### src/hdl/lr_pkg.sv
// Shared types for the line rasterizer: walker states and queue status.
// No dependencies; used by lr_queue, lr_front and lr_back.
package lr_pkg;

	// Walker sequencer states
	typedef enum logic {
		WALK_IDLE,
		WALK_RUN
	} lr_walk_state_t;

	// Status that the segment queue reports to both sides
	typedef struct packed {
		logic can_push;
		logic has_data;
	} lr_qstat_t;

endpackage

### src/hdl/lr_queue.sv
// Short register queue between the segment front end and the pixel walker.
// Depends on lr_pkg for the status struct.
module lr_queue #(
	parameter int WIDTH = 32,
	parameter int DEPTH = 2
) (
	input  logic             clk,
	input  logic             arst_n,
	input  logic             push,
	input  logic [WIDTH-1:0] push_data,
	input  logic             pop,
	output logic [WIDTH-1:0] pop_data,
	output lr_pkg::lr_qstat_t stat
);
	localparam int PW = (DEPTH > 1) ? $clog2(DEPTH) : 1;
	localparam int CW = $clog2(DEPTH + 1);

	logic [WIDTH-1:0] mem_q [DEPTH];
	logic [PW-1:0]    wr_ptr_q;
	logic [PW-1:0]    rd_ptr_q;
	logic [CW-1:0]    cnt_q;
	logic             do_push;
	logic             do_pop;

	assign stat.can_push = (cnt_q != CW'(DEPTH));
	assign stat.has_data = (cnt_q != '0);
	assign do_push = push & stat.can_push;
	assign do_pop  = pop & stat.has_data;
	assign pop_data = mem_q[rd_ptr_q];

	// Store entries
	always_ff @(posedge clk) begin
		if (do_push) begin
			mem_q[wr_ptr_q] <= push_data;
		end
	end

	// Advance pointers and fill count
	always_ff @(posedge clk or negedge arst_n) begin
		if (!arst_n) begin
			wr_ptr_q <= '0;
			rd_ptr_q <= '0;
			cnt_q    <= '0;
		end else begin
			if (do_push) begin
				wr_ptr_q <= (wr_ptr_q == PW'(DEPTH - 1)) ? '0 : wr_ptr_q + 1'b1;
			end
			if (do_pop) begin
				rd_ptr_q <= (rd_ptr_q == PW'(DEPTH - 1)) ? '0 : rd_ptr_q + 1'b1;
			end
			if (do_push && !do_pop) begin
				cnt_q <= cnt_q + 1'b1;
			end else if (do_pop && !do_push) begin
				cnt_q <= cnt_q - 1'b1;
			end
		end
	end

endmodule

### src/hdl/lr_front.sv
// Front end: accepts segments, picks the major axis and direction, and
// pushes a walk descriptor into the queue. Depends on lr_pkg.
module lr_front #(
	parameter int COORD_BITS = 6,
	parameter int DESC_BITS  = 5 * COORD_BITS + 2
) (
	input  logic                  clk,
	input  logic                  arst_n,
	input  logic                  in_valid,
	output logic                  in_ready,
	input  logic [COORD_BITS-1:0] start_x,
	input  logic [COORD_BITS-1:0] start_y,
	input  logic [COORD_BITS-1:0] end_x,
	input  logic [COORD_BITS-1:0] end_y,
	input  lr_pkg::lr_qstat_t     qstat,
	output logic                  push,
	output logic [DESC_BITS-1:0]  push_data
);
	logic [COORD_BITS-1:0] x0_q, y0_q, x1_q, y1_q;
	logic                  hold_q;
	logic [COORD_BITS-1:0] adx, ady;
	logic [COORD_BITS-1:0] m0, n0, m1, n1;
	logic [COORD_BITS-1:0] dmaj, dmin;
	logic                  major_is_y;
	logic                  step_neg;

	assign push     = hold_q & qstat.can_push;
	assign in_ready = !hold_q | qstat.can_push;

	// Capture a segment on each input transaction
	always_ff @(posedge clk) begin
		if (in_valid && in_ready) begin
			x0_q <= start_x;
			y0_q <= start_y;
			x1_q <= end_x;
			y1_q <= end_y;
		end
	end

	always_ff @(posedge clk or negedge arst_n) begin
		if (!arst_n) begin
			hold_q <= 1'b0;
		end else if (in_valid && in_ready) begin
			hold_q <= 1'b1;
		end else if (push) begin
			hold_q <= 1'b0;
		end
	end

	// Classify: major axis, walk order and minor step direction
	always_comb begin
		adx = (x1_q >= x0_q) ? x1_q - x0_q : x0_q - x1_q;
		ady = (y1_q >= y0_q) ? y1_q - y0_q : y0_q - y1_q;
		major_is_y = !(ady < adx);
		if (!major_is_y) begin
			if (x0_q > x1_q) begin
				m0 = x1_q; n0 = y1_q; m1 = x0_q; n1 = y0_q;
			end else begin
				m0 = x0_q; n0 = y0_q; m1 = x1_q; n1 = y1_q;
			end
		end else begin
			if (y1_q > y0_q) begin
				m0 = y0_q; n0 = x0_q; m1 = y1_q; n1 = x1_q;
			end else begin
				m0 = y1_q; n0 = x1_q; m1 = y0_q; n1 = x0_q;
			end
		end
		dmaj     = m1 - m0;
		step_neg = (n1 < n0);
		dmin     = step_neg ? n0 - n1 : n1 - n0;
	end

	assign push_data = {major_is_y, step_neg, m0, n0, m1, dmaj, dmin};

endmodule

### src/hdl/lr_back.sv
// Back end: pops walk descriptors, steps the Bresenham error term one pixel
// per cycle unless out_ready stalls, into a registered output; uses lr_pkg.
module lr_back #(
	parameter int COORD_BITS = 6,
	parameter int DESC_BITS  = 5 * COORD_BITS + 2
) (
	input  logic                  clk,
	input  logic                  arst_n,
	input  lr_pkg::lr_qstat_t     qstat,
	input  logic [DESC_BITS-1:0]  pop_data,
	output logic                  pop,
	output logic                  out_valid,
	input  logic                  out_ready,
	output logic [COORD_BITS-1:0] pixel_x,
	output logic [COORD_BITS-1:0] pixel_y,
	output logic                  last_pixel
);
	localparam int DW = COORD_BITS + 3;

	lr_pkg::lr_walk_state_t state_q, state_nxt;

	logic                  major_is_y_q, step_neg_q;
	logic [COORD_BITS-1:0] m_q, n_q, m1_q;
	logic [DW-1:0]         dmaj2_q, dmin2_q;
	logic signed [DW-1:0]  d_q;
	logic                  out_valid_q, last_q;
	logic [COORD_BITS-1:0] px_q, py_q;

	logic                  d_major_is_y, d_step_neg;
	logic [COORD_BITS-1:0] d_m0, d_n0, d_m1, d_dmaj, d_dmin;
	logic                  advance;
	logic                  at_end;
	logic                  load;
	logic signed [DW-1:0]  d_adj;

	assign {d_major_is_y, d_step_neg, d_m0, d_n0, d_m1, d_dmaj, d_dmin} = pop_data;

	assign advance = (state_q == lr_pkg::WALK_RUN) && (!out_valid_q || out_ready);
	assign at_end  = (m_q == m1_q);

	// Sequence: pick up a descriptor when idle, run until the last pixel leaves
	always_comb begin
		state_nxt = state_q;
		pop       = 1'b0;
		load      = 1'b0;
		unique case (state_q)
			lr_pkg::WALK_IDLE: begin
				if (qstat.has_data) begin
					pop       = 1'b1;
					load      = 1'b1;
					state_nxt = lr_pkg::WALK_RUN;
				end
			end
			lr_pkg::WALK_RUN: begin
				if (advance && at_end) begin
					state_nxt = lr_pkg::WALK_IDLE;
				end
			end
			default: state_nxt = lr_pkg::WALK_IDLE;
		endcase
	end

	always_ff @(posedge clk or negedge arst_n) begin
		if (!arst_n) begin
			state_q <= lr_pkg::WALK_IDLE;
		end else begin
			state_q <= state_nxt;
		end
	end

	// Apply the minor step correction before adding the minor delta
	assign d_adj = (d_q > 0) ? d_q - $signed(dmaj2_q) : d_q;

	// Hold walk registers; load a descriptor or advance one pixel
	always_ff @(posedge clk) begin
		if (load) begin
			major_is_y_q <= d_major_is_y;
			step_neg_q   <= d_step_neg;
			m_q          <= d_m0;
			n_q          <= d_n0;
			m1_q         <= d_m1;
			dmaj2_q      <= {2'b00, d_dmaj, 1'b0};
			dmin2_q      <= {2'b00, d_dmin, 1'b0};
			d_q          <= $signed({2'b00, d_dmin, 1'b0}) - $signed({3'b000, d_dmaj});
		end else if (advance) begin
			m_q <= m_q + 1'b1;
			if (d_q > 0) begin
				n_q <= step_neg_q ? n_q - 1'b1 : n_q + 1'b1;
			end
			d_q <= d_adj + $signed(dmin2_q);
		end
	end

	// Drive the output register with the current pixel
	always_ff @(posedge clk) begin
		if (advance) begin
			px_q   <= major_is_y_q ? n_q : m_q;
			py_q   <= major_is_y_q ? m_q : n_q;
			last_q <= at_end;
		end
	end

	always_ff @(posedge clk or negedge arst_n) begin
		if (!arst_n) begin
			out_valid_q <= 1'b0;
		end else if (advance) begin
			out_valid_q <= 1'b1;
		end else if (out_ready) begin
			out_valid_q <= 1'b0;
		end
	end

	assign out_valid  = out_valid_q;
	assign pixel_x    = px_q;
	assign pixel_y    = py_q;
	assign last_pixel = last_q;

endmodule

### src/hdl/line_rasterizer_top.sv
// Channel   | direction | handshake            | payload
// segment   | in        | in_valid / in_ready  | start_x start_y end_x end_y
// pixel     | out       | out_valid / out_ready| pixel_x pixel_y last_pixel
//
// A segment yields max(|dx|,|dy|)+1 pixels, one per cycle from the walker's
// error-term update, plus an idle state in which it loads each new descriptor.
// The front end classifies a registered segment and queues it (two entries),
// so later segments are taken while the walker is still drawing.
// Reset (arst_n low) empties the queue and the walker; no pixel is pending.
// A stall on out_ready freezes the walker; the queue absorbs input meanwhile.
// Depends on lr_pkg, lr_front, lr_queue and lr_back.
module line_rasterizer_top #(
	parameter int COORD_BITS = 6
) (
	input  logic                  clk,
	input  logic                  arst_n,
	input  logic                  in_valid,
	output logic                  in_ready,
	input  logic [COORD_BITS-1:0] start_x,
	input  logic [COORD_BITS-1:0] start_y,
	input  logic [COORD_BITS-1:0] end_x,
	input  logic [COORD_BITS-1:0] end_y,
	output logic                  out_valid,
	input  logic                  out_ready,
	output logic [COORD_BITS-1:0] pixel_x,
	output logic [COORD_BITS-1:0] pixel_y,
	output logic                  last_pixel
);
	localparam int DESC_BITS = 5 * COORD_BITS + 2;

	lr_pkg::lr_qstat_t    qstat;
	logic                 push, pop;
	logic [DESC_BITS-1:0] push_data, pop_data;

	// Classify segments
	lr_front #(
		.COORD_BITS(COORD_BITS),
		.DESC_BITS (DESC_BITS)
	) u_front (
		.clk      (clk),
		.arst_n   (arst_n),
		.in_valid (in_valid),
		.in_ready (in_ready),
		.start_x  (start_x),
		.start_y  (start_y),
		.end_x    (end_x),
		.end_y    (end_y),
		.qstat    (qstat),
		.push     (push),
		.push_data(push_data)
	);

	// Buffer descriptors between the two sides
	lr_queue #(
		.WIDTH(DESC_BITS),
		.DEPTH(2)
	) u_queue (
		.clk      (clk),
		.arst_n   (arst_n),
		.push     (push),
		.push_data(push_data),
		.pop      (pop),
		.pop_data (pop_data),
		.stat     (qstat)
	);

	// Walk pixels
	lr_back #(
		.COORD_BITS(COORD_BITS),
		.DESC_BITS (DESC_BITS)
	) u_back (
		.clk       (clk),
		.arst_n    (arst_n),
		.qstat     (qstat),
		.pop_data  (pop_data),
		.pop       (pop),
		.out_valid (out_valid),
		.out_ready (out_ready),
		.pixel_x   (pixel_x),
		.pixel_y   (pixel_y),
		.last_pixel(last_pixel)
	);

endmodule

### config.mk
export PLATFORM = sky130hd
export DESIGN_NAME = line_rasterizer_top
export DESIGN_NICKNAME = d
export VERILOG_FILES = /design/src/hdl/lr_pkg.sv /design/src/hdl/lr_queue.sv /design/src/hdl/lr_front.sv /design/src/hdl/lr_back.sv /design/src/hdl/line_rasterizer_top.sv
export SDC_FILE = /design/constraint.sdc
export NUM_CORES = 1
export LEC_CHECK = 0
export BUFFER_PORTS_ARGS = -buffer_cell sky130_fd_sc_hd__buf_2
export CAP_MARGIN = 20
export CORE_MARGIN = 2
export CORE_UTILIZATION = 30
export DETAILED_ROUTE_END_ITERATION = 10
export SLEW_MARGIN = 10
export SYNTH_ARGS = -nofsm -noshare
export SYNTH_HDL_FRONTEND = slang
export SYNTH_HIERARCHICAL = 1
export SYNTH_SLANG_ARGS = --single-unit
### constraint.sdc
create_clock -name clk -period 13.1 [get_ports clk]
set_input_delay 0.655 -clock clk [delete_from_list [all_inputs] [get_ports clk]]
set_output_delay 0.655 -clock clk [all_outputs]
set_load 0.01 [all_outputs]
### After elaboration in Yosys (flattened, before gate mapping)

Memories as Yosys holds them, arrays and structs flattened.
Index checks and enable logic that the tools add are counted.

| storage, ports and cells | value |
|---|---|
| input port bits | 28 |
| bits in writable memories | 64 |
| word-level logic and storage cells | 111 |
| output and inout port bits | 15 |
| memories | 1 |
| register bits | 85 |

Memories:

| name | depth | bits a word | read ports | clocked after memory_dff | wr ports | RTL line | RTL |
|---|---|---|---|---|---|---|---|
| u_queue.mem_q | 2 | 32 | 1 | 0 | 1 | lr_queue.sv:18 | `logic [WIDTH-1:0] mem_q [DEPTH];` |

| cells by class | value |
|---|---|
| muxes and demuxes | 40 |
| reduce and logical (&&, ||, !) cells | 18 |
| eq/ne operators | 2 |
| $add $sub $neg | 17 |
| $lt $le $gt $ge | 7 |
| bitwise logic cells | 5 |

Operators with widths:

| operator | count |
|---|---|
| 6-bit 2-to-1 mux | 23 |
| 6-bit subtractor | 7 |
| 9-bit 2-to-1 mux | 3 |
| 6-bit by 1-bit adder with 6-bit output (second input constant) | 2 |
| 6-bit greater-or-equal comparator | 2 |
| 6-bit greater-than comparator | 2 |
| 6-bit less-than comparator | 2 |
| 2-bit nonzero test | 6 |
| 1-bit 2-to-1 mux | 11 |
| 9-bit by 8-bit adder with 9-bit output | 1 |
| 9-bit by 1-bit greater-than comparator with 1-bit output (second input constant) | 1 |
| 9-bit by 8-bit subtractor with 9-bit output | 1 |
| 7-bit by 6-bit subtractor with 8-bit output | 1 |
| 6-bit == test | 1 |
| 6-bit by 1-bit subtractor with 6-bit output (second input constant) | 1 |
| 1-bit logical AND | 5 |
| 1-bit zero test | 5 |
| 2-bit 2-to-1 mux | 2 |
| 1-bit AND | 3 |
| 1-bit adder (second input constant) | 2 |
| 2-bit by 1-bit adder with 2-bit output (second input constant) | 1 |
| 2-bit != test (second input constant) | 1 |
| 1-bit case mux with 2 select lines | 1 |
| 2-bit AND reduction | 1 |
| other kinds (4) | 4 |

### Depth between registers and ports, before layout

Gate-level depths: netlist of run 1.

| depth | value |
|---|---|
| depth in word-level cells | 7 |
| mapped depth | 25 |

### By module

Netlist of run 1, hierarchy kept.

Modules (own cells, without submodules):

| module | cells each | instances | area each (µm²) |
|---|---|---|---|
| lr_front | 358 | 1 | 3,672.3 |
| lr_back | 281 | 1 | 3,224.3 |
| lr_queue | 118 | 1 | 2,658.8 |

### Least setup slack after synthesis of run 1

OpenSTA, ideal clock, no wires.

| path | value |
|---|---|
| path kind | flip-flop to flip-flop |
| start | reg u_front.y1_q[0] |
| end | mem u_queue.mem_q[0][1], data pin |
| required time | 12,838 ps |
| buffers on the path | 3 |
| path slack | 7,962 ps |
| clock period less this slack | 5,138 ps |
| cell stages (with the launch flop) | 25 |
| data arrival time | 4,876 ps |
| setup time | 262 ps |
| path through | edfxtp_1 > inv_1 > ha_1 > inv_1 > fa_1 > a211o_1 > nand3_1 > and2_1 > buf_2 > mux2i_1 > xnor2_1 > ha_1 > a21o_1 > a31oi_1 > o221ai_2 > buf_2 > mux2i_1 > ha_1 > inv_1 > fa_1 > a21o_1 > a21oi_1 > o21a_1 > buf_2 > mux2_2 |

| on the way | value |
|---|---|
| cells in the longest elaborated chain, start to end | 6 |
| elaborated cells on any way between the ends | 16 |
| classes of those cells | add/sub (4); order compare (4); mux (8) |

RTL lines:

| what | RTL line | RTL |
|---|---|---|
| start: declaration | lr_front.sv:19 | `logic [COORD_BITS-1:0] x0_q, y0_q, x1_q, y1_q;` |
| start signal: assignment | lr_front.sv:36 | `y1_q <= end_y;` |
| 6-bit subtractor or 6-bit greater-or-equal comparator (tied branches) | lr_front.sv:53 | `ady = (y1_q >= y0_q) ? y1_q - y0_q : y0_q - y1_q;` |
| 6-bit 2-to-1 mux | lr_front.sv:53 |  |
| 6-bit less-than comparator | lr_front.sv:54 | `major_is_y = !(ady < adx);` |
| 6-bit 2-to-1 mux * | lr_front.sv:55 | `if (!major_is_y) begin` |
| net push_data[18] | line_rasterizer_top.sv:33 | `logic [DESC_BITS-1:0] push_data, pop_data;` |
| 6-bit less-than comparator * | lr_front.sv:69 | `step_neg = (n1 < n0);` |
| net u_front.step_neg | lr_front.sv:25 | `logic step_neg;` |
| 6-bit 2-to-1 mux * | lr_front.sv:70 | `dmin = step_neg ? n0 - n1 : n1 - n0;` |
| net push_data[1] | line_rasterizer_top.sv:33 |  |
| end: declaration | lr_queue.sv:18 |  |

Mark *: on every way through the listed nets, which the timed path passes. The rest lies on a longest branch.

### Final worst setup path of run 1

| path | value |
|---|---|
| start | reg u_front.y1_q[0] |
| end | mem u_queue.mem_q[1][1], data pin |

| on the way | value |
|---|---|
| cells in the longest elaborated chain, start to end | 6 |
| elaborated cells on any way between the ends | 16 |
| classes of those cells | add/sub (4); order compare (4); mux (8) |

RTL lines:

| what | RTL line |
|---|---|
| 6-bit subtractor or 6-bit greater-or-equal comparator (tied branches) | lr_front.sv:53 |
| 6-bit 2-to-1 mux | lr_front.sv:53 |
| 6-bit less-than comparator | lr_front.sv:54 |
| 6-bit 2-to-1 mux * | lr_front.sv:55 |
| net push_data[18] | line_rasterizer_top.sv:33 |
| 6-bit less-than comparator * | lr_front.sv:69 |
| net push_data[30] | line_rasterizer_top.sv:33 |
| 6-bit 2-to-1 mux * | lr_front.sv:70 |
| net push_data[1] | line_rasterizer_top.sv:33 |

Marks and branches as above.

==> impl_metrics.toml, run 1 <==
[setup_path]
arrival_ns = 6.09
critical_path.slowest_cell = "buf_4"
critPathLaunchType = "register"
critical_path.reg2reg.startpoint = "u_front/y1_q[0]"
cell_family_contributing_the_most_delay_on_the_critical_path = "compound AO/OA/AOI/OAI gates"
timing.critical_path.from = "u_front/y1_q[0]"
crit_path_end_kind = "register"
crit_path_max_incr_delay_ns = 0.57
cp_required_ns = 13.27
worstPathMaxFanout = 43
critical_path.cell_chain = "inv_1, ha_1, inv_1, fa_1, a211o_1, a221oi_1, mux2i_1, o311ai_0, a31oi_1, ha_1, o21ai_0, o221ai_4, buf_4, mux2i_1, ha_1, inv_1, fa_1, a21o_1, a21oi_1, o21a_1, mux2_2"
crit_type = "register to register"
worst-path-buf-inv = 4

[die]
die_area_um2 = 33300
ioPinCount = 43
fp.dieH_um = 182
die_x_um = 182
core_um2 = 31500
start_util_pct = 30.4
row_count = 65

[finish]
num_antenna_cells = 0
mostFrequentLayoutCells = "edfxtp_1 (142), mux2i_1 (84), ha_1 (68), inv_1 (61), buf_2 (42)"
share_of_layout_cells_above_drive_strength_1_pct = 19.4
layout-area-overhead-vs-synth_pct = 11.4
final_net_count = 903
most_frequent_standard_cell_in_the_layout_excluding_fill_and_tap_cells = "edfxtp_1"

[route]
drt.antenna.violating_nets = 0
routed_wire_length_per_instance_um = 14.8
postRouteWirelength_mm = 17.9
drt_pass1_iterations = 5
drt_iter0_markers = 309
number_of_vias_after_detailed_routing = 5672
drt-vias-per-instance = 4.68
post-route-drc-count = 0

[logic_synthesis]
ys_async_sr_fraction_pct = 4.70
dominantRegCellSynth = "edfxtp_1"
dominant_cell_type_by_area_after_synthesis = "edfxtp_1"
post_synth_instance_area_um2 = 9560
synth.avg_cell_area_um2 = 12.6
synth.yosys.seq_area_share_pct = 46.5
synth.top_cell.area_share_pct = 44.6
netlist_top_cells_area = "edfxtp_1 (45%), ha_1 (8.9%), mux2i_1 (8.8%)"
synth.yosys.warnings = 6
synth.net_count = 864
post_synth_edffs = 142
synth-seq-cells = 149
yosysUniqueCellTypes = 64
syn-instance-count = 757

[global_route]
grt_util_met3_pct = 3.05
grt_start_max_net_pins = 44
global_route.overflow_total = 0
antenna_found_initial = 0
grt_first_pass_wirelength_mm = 29.1
groute.usage.overall_pct = 11.2
met2_usage_pct = 17.6
grt_use_met1_pct = 15.3
grt_pass1_vias = 5501
global_route.peak_usage_layer = "met2"

[clock_network]
tritoncts_clock_tree = "yes"
clk_latency_ns = 0.43
ctsHtreeMaxLevel = 4
clk_pin_slew_ns = 0.07
clock_tree.buffer_depth = 2
cts-hold-fix-buffers = 0
resized_gates_after_cts = 0
clock_sink_count = 149
cts_buffers = 17
cts.repair_timing.setup_buffer_count = 0
cts_root_buf = "clkbuf_16"

[timing]
crit_share_post_route_pct = 45.2
worst_pin_slew_ns = 1.05
fin_worst_skew_ns = 0.0142
final_hold_violating_endpoints = 0
fin_setup_tns_ns = 0
maxSlewHeadroom_pct = 29.5
layout_min_cycle_time_ns = 5.91
setup_violations = 0
timing.fmax_mhz = 169
finalMaxSlewViolations = 0
unrepaired_setup_endpoints_after_global_routing = "no"

[placed_design]
placement.io_buffers = 42
hpwl_mm = 13.2
gp_congestion = 0.806

[job]
cap_violations = 0

[status]
run_status = "complete, no violations"

[min_path]
worst_min_delay_path_category = "primary input to async pin"
==> final timing paths <==
kind	depth (start not counted)	slack [ns]	to
worst max-delay path	21	7.19	u_queue/mem_q[1][1]
worst min-delay path	1	0.07	u_queue/cnt_q[1]
worst max register to register	21	7.19	u_queue/mem_q[1][1]
worst min register to register	1	0.49	u_queue/cnt_q[1]
max in group asynchronous	1	12.82	u_queue/rd_ptr_q
min in group clk	1	0.40	u_front/y1_q[1]
==> cells in the mapped netlist, types with 7 or more instances <==
cell	number
nand3_1	11
nand2b_1	7
mux2_2	18
ha_1	68
xnor2_1	24
dfrtp_1	7
and2_1	8
a21o_1	13
o31ai_1	7
nand2_1	32
buf_6	8
inv_1	61
nor2_1	22
fa_1	11
o21ai_0	25
edfxtp_1	142
xor2_1	19
o21a_1	9
buf_2	7
mux2i_1	84
nor2b_1	7
mux2_4	41
a21oi_1	41
==> area by class of cell <==
cell class / count / area, um^2
tap: 402 / 503
fill: 3089 / 20800
inverter: 62 / 233
sequential: 149 / 4440
timing repair buffer: 50 / 278
multi-input combinational: 516 / 4620
clock buffer: 19 / 443
clock inverter: 13 / 120
==> sequential cells by signal (all words and copies together) (netlist names) <==
| name | count |
|---|---|
| u_front/y0_q | 6 |
| u_back/last_pixel | 1 |
| u_front/y1_q | 6 |
| u_back/m_q | 6 |
| u_back/d_q | 9 |
| u_front/hold_q | 1 |
| u_front/x1_q | 6 |
| u_back/dmaj2_q | 6 |
| u_queue/cnt_q | 2 |
| u_back/m1_q | 6 |
| u_queue/wr_ptr_q | 1 |
| u_front/x0_q | 6 |
| u_back/dmin2_q | 6 |
| u_back/major_is_y_q | 1 |
| u_back/n_q | 6 |
| u_back/pixel_x | 6 |
| u_back/step_neg_q | 1 |
| u_queue/rd_ptr_q | 1 |
| u_queue/mem_q | 64 |
| u_back/state_q | 1 |
| u_back/pixel_y | 6 |
| u_back/out_valid | 1 |
==> per-layer routing <==
metal	vias up	share of wire [%]
li1	2844	-
met1	2727	50
met2	92	45
met3	9	3.7
met4	0	0.83
met5	-	0
==> stage by stage <==
step / setup slack, ns / hold slack [ns] / cells / util (%) / cell area [um^2]
3_5_place_dp: 7.25 / 0.485 / 1178 / 32.0 / 10100
2_1_floorplan: 7.96 / 0.359 / 757 / - / 9560
3_3_place_gp: 7.35 / 0.478 / 1178 / 32.0 / 10100
5_1_grt: 6.70 / 0.0611 / 1211 / 33.8 / 10600
6_report: 7.19 / 0.0702 / 1211 / 33.8 / 10600
4_1_cts: 7.18 / 0.0679 / 1210 / 33.8 / 10600
==> cells by family after synthesis <==
group / synth area share, %
DFF: 46.5
adders and majority gates: 11.2
buffers and inverters: 5.34
xor gates and xnor gates: 3.94
muxes: 17.6
AOI/OAI and AO/OA: 8.98
and+or+nand+nor: 6.47
==> worst register-to-register path: cells and delay by family (launching register included) <==
kind / cells / cell delay [ns]
compound gates: 9 / 2.04
fa+ha+maj: 5 / 1.36
mux: 3 / 0.97
buf+inv: 4 / 0.78
flops: 1 / 0.47
Power of run 1 is left out: the tool's default activity adds up to more than one toggle a clock period on the data nets, which glitch-free logic cannot reach.
==> inputs of run 2 (changes only) <==
Settings changed: ABC_AREA set to 1.
Clock period 13.1 ns to 5.4 ns, I/O delays scaled along.
==> impl_metrics.toml, run 2 <==
[timing]
fin_worst_skew_ns = 0.0141
finalHoldWorstSlack_ns = 0.0165
finalMaxSlewViolations = 0
fin_setup_tns_ns = 0
worst_pin_slew_ns = 0.859
layout_min_cycle_time_ns = 5.05
unrepaired_setup_endpoints_after_global_routing = "no"
crit_share_post_route_pct = 93.6
setup_violations = 0
maxSlewHeadroom_pct = 42.6
final_hold_violating_endpoints = 0
timing.fmax_mhz = 198

[route]
number_of_vias_after_detailed_routing = 6851
drt-vias-per-instance = 4.56
drt.antenna.violating_nets = 0
drt_pass1_iterations = 5
postRouteWirelength_mm = 20.2
drt_iter0_markers = 520
routed_wire_length_per_instance_um = 13.5
post-route-drc-count = 0

[die]
ioPinCount = 43
row_count = 65
die_x_um = 182
fp.dieH_um = 182
die_area_um2 = 33000
start_util_pct = 30.3
core_um2 = 31300

[logic_synthesis]
synth.avg_cell_area_um2 = 9.19
post_synth_instance_area_um2 = 9470
synth.net_count = 1138
dominant_cell_type_by_area_after_synthesis = "edfxtp_1"
post_synth_edffs = 142
synth.top_cell.area_share_pct = 45.0
yosysUniqueCellTypes = 48
syn-instance-count = 1031
netlist_top_cells_area = "edfxtp_1 (45%), nand2_1 (11%), ha_1 (9.0%)"
synth.yosys.warnings = 6
synth.yosys.seq_area_share_pct = 46.9
dominantRegCellSynth = "edfxtp_1"
count_leader_synth = "nand2_1"
ys_top_cells_by_count = "nand2_1 (275), edfxtp_1 (142), inv_1 (120), ha_1 (68), a21oi_1 (59)"
synth-seq-cells = 149
ys_async_sr_fraction_pct = 4.70

[global_route]
grt_start_max_net_pins = 50
global_route.overflow_total = 0
grt_pass1_vias = 6580
groute.usage.overall_pct = 12.6
antenna_found_initial = 1
grt_first_pass_wirelength_mm = 32.9

[finish]
mostFrequentLayoutCells = "nand2_1 (275), edfxtp_1 (142), inv_1 (120), ha_1 (68), a21oi_1 (57)"
layout-area-overhead-vs-synth_pct = 13.5
fin_cells = 1504
total_non_filler_cell_area_in_the_finished_layout_um2 = 10800
n_fill_cell = 3161
reg_top3 = "u_queue/mem_q (64), u_back/d_q (9)"
max_ffs_per_register = 64
num_antenna_cells = 0
share_of_layout_cells_above_drive_strength_1_pct = 15.4
most_frequent_standard_cell_in_the_layout_excluding_fill_and_tap_cells = "nand2_1"
final_net_count = 1196
largest_register = "u_queue/mem_q"

[placed_design]
gp_congestion = 0.902
hpwl_mm = 15.4
placement.io_buffers = 42
dpl_cell_area_um2 = 10100
placed_cells_incl_taps = 1460

[status]
run_status = "complete, no violations"

[clock_network]
cts_buffers = 17
clk_latency_ns = 0.43
clock_tree.buffer_depth = 2
tritoncts_clock_tree = "yes"
clock_sink_count = 149
cts_root_buf = "clkbuf_16"
clk_pin_slew_ns = 0.07
ctsHtreeMaxLevel = 4

[setup_path]
critical_path.most_common_cell = "nand2_1"
critPathLaunchType = "register"
critical_path.slowest_cell = "edfxtp_1"
arrival_ns = 5.22
crit_path_max_incr_delay_ns = 0.50
crit_type = "register to register"
worstPathMaxFanout = 13
cp_required_ns = 5.57
crit_path_end_kind = "register"

[job]
cap_violations = 0

[min_path]
worst_min_delay_path_category = "primary input to register"
[run 2: cell types whose count changed in the layout (fill, tap and decap cells not counted), moves of 18 or more]
| cell | change |
|---|---|
| mux2_4 | -41 |
| mux2i_1 | -83 |
| nand2_2 | +22 |
| o21ai_0 | +29 |
| nand3_1 | +34 |
| nor2_1 | +35 |
| inv_1 | +59 |
| nand2_1 | +243 |
| o21ai_1 | +18 |
[run 2: cell type report]
type	instances	area, um^2	area share [%]
well taps	402	503	4.68
clock buffers	17	425	3.96
repair buffers	73	460	4.28
clock inverters	15	159	1.48
inverters	133	507	4.71
multi-input cells	715	4260	39.6
flip-flops and latches	149	4440	41.3
[run 2: path summary, 6_finish.rpt]
kind | startpoint | endpoint | slack [ns] | cells after the start
max in group asynchronous | arst_n | u_queue/wr_ptr_q | 5.04 | 2
worst min register to register | u_back/out_valid | u_back/out_valid | 0.50 | 2
worst max register to register | u_front/y0_q[2] | u_queue/mem_q[1][4] | 0.35 | 29
min in group asynchronous | arst_n | u_queue/cnt_q[1] | 0.20 | 2
worst max-delay path | u_front/y0_q[2] | u_queue/mem_q[1][4] | 0.35 | 29
worst min-delay path | start_x[4] | u_front/x0_q[4] | 0.02 | 1
[run 2: timing repair]
| item | in CTS | in global routing |
|---|---|---|
| hold endpoints to repair | 12 | 1 |
| setup endpoints to repair | 0 | 6 |
| resized for setup | 0 | 2 |
| buffers inserted | 0 | 5 |
| hold buffers | 6 | 1 |
[run 2: cells by family (layout without fill, tap and decap cells)]
kind of cell    after synthesis  count (layout)  share of synthesized area, %
fa+ha+maj                    79              79                          11.3
simple gates                427             427                          19.1
compound gates              168             168                          10.3
xor+xnor                     36              36                          3.41
mux                           5               5                         0.581
buf+inv                     167             238                          8.40
flops                       149             149                          46.9
[run 2: through the flow]
| stage | util (%) | setup slack (ns) |
|---|---|---|
| after floorplan | - | 0.677 |
| after global placement | 32.1 | 0.424 |
| after detailed placement | 32.1 | 0.386 |
| after CTS | 34.2 | 0.370 |
| after global routing | 34.3 | 0.0157 |
| final | 34.3 | 0.346 |
[run 2: routing by layer]
metal,share of wire [%],vias to the layer above,global-route usage [%],wire length (um)
li1,-,3541,-,-
met1,46,3159,16.0,9320
met2,49,139,21.8,9880
met3,4.4,12,2.55,885
met4,0.74,0,3.28,150
met5,0,-,0,0
[run 2: critical path: cells and delay by family, from the launching register on]
family | cells | cell delay, ns
AO/OA/AOI/OAI | 5 | 0.59
AND/OR/NAND/NOR | 13 | 1.27
flip-flops | 1 | 0.50
multiplexers | 1 | 0.38
adder cells (fa/ha/maj) | 4 | 1.35
buffers and inverters | 6 | 0.71
Power of run 2 is left out for the same reason.
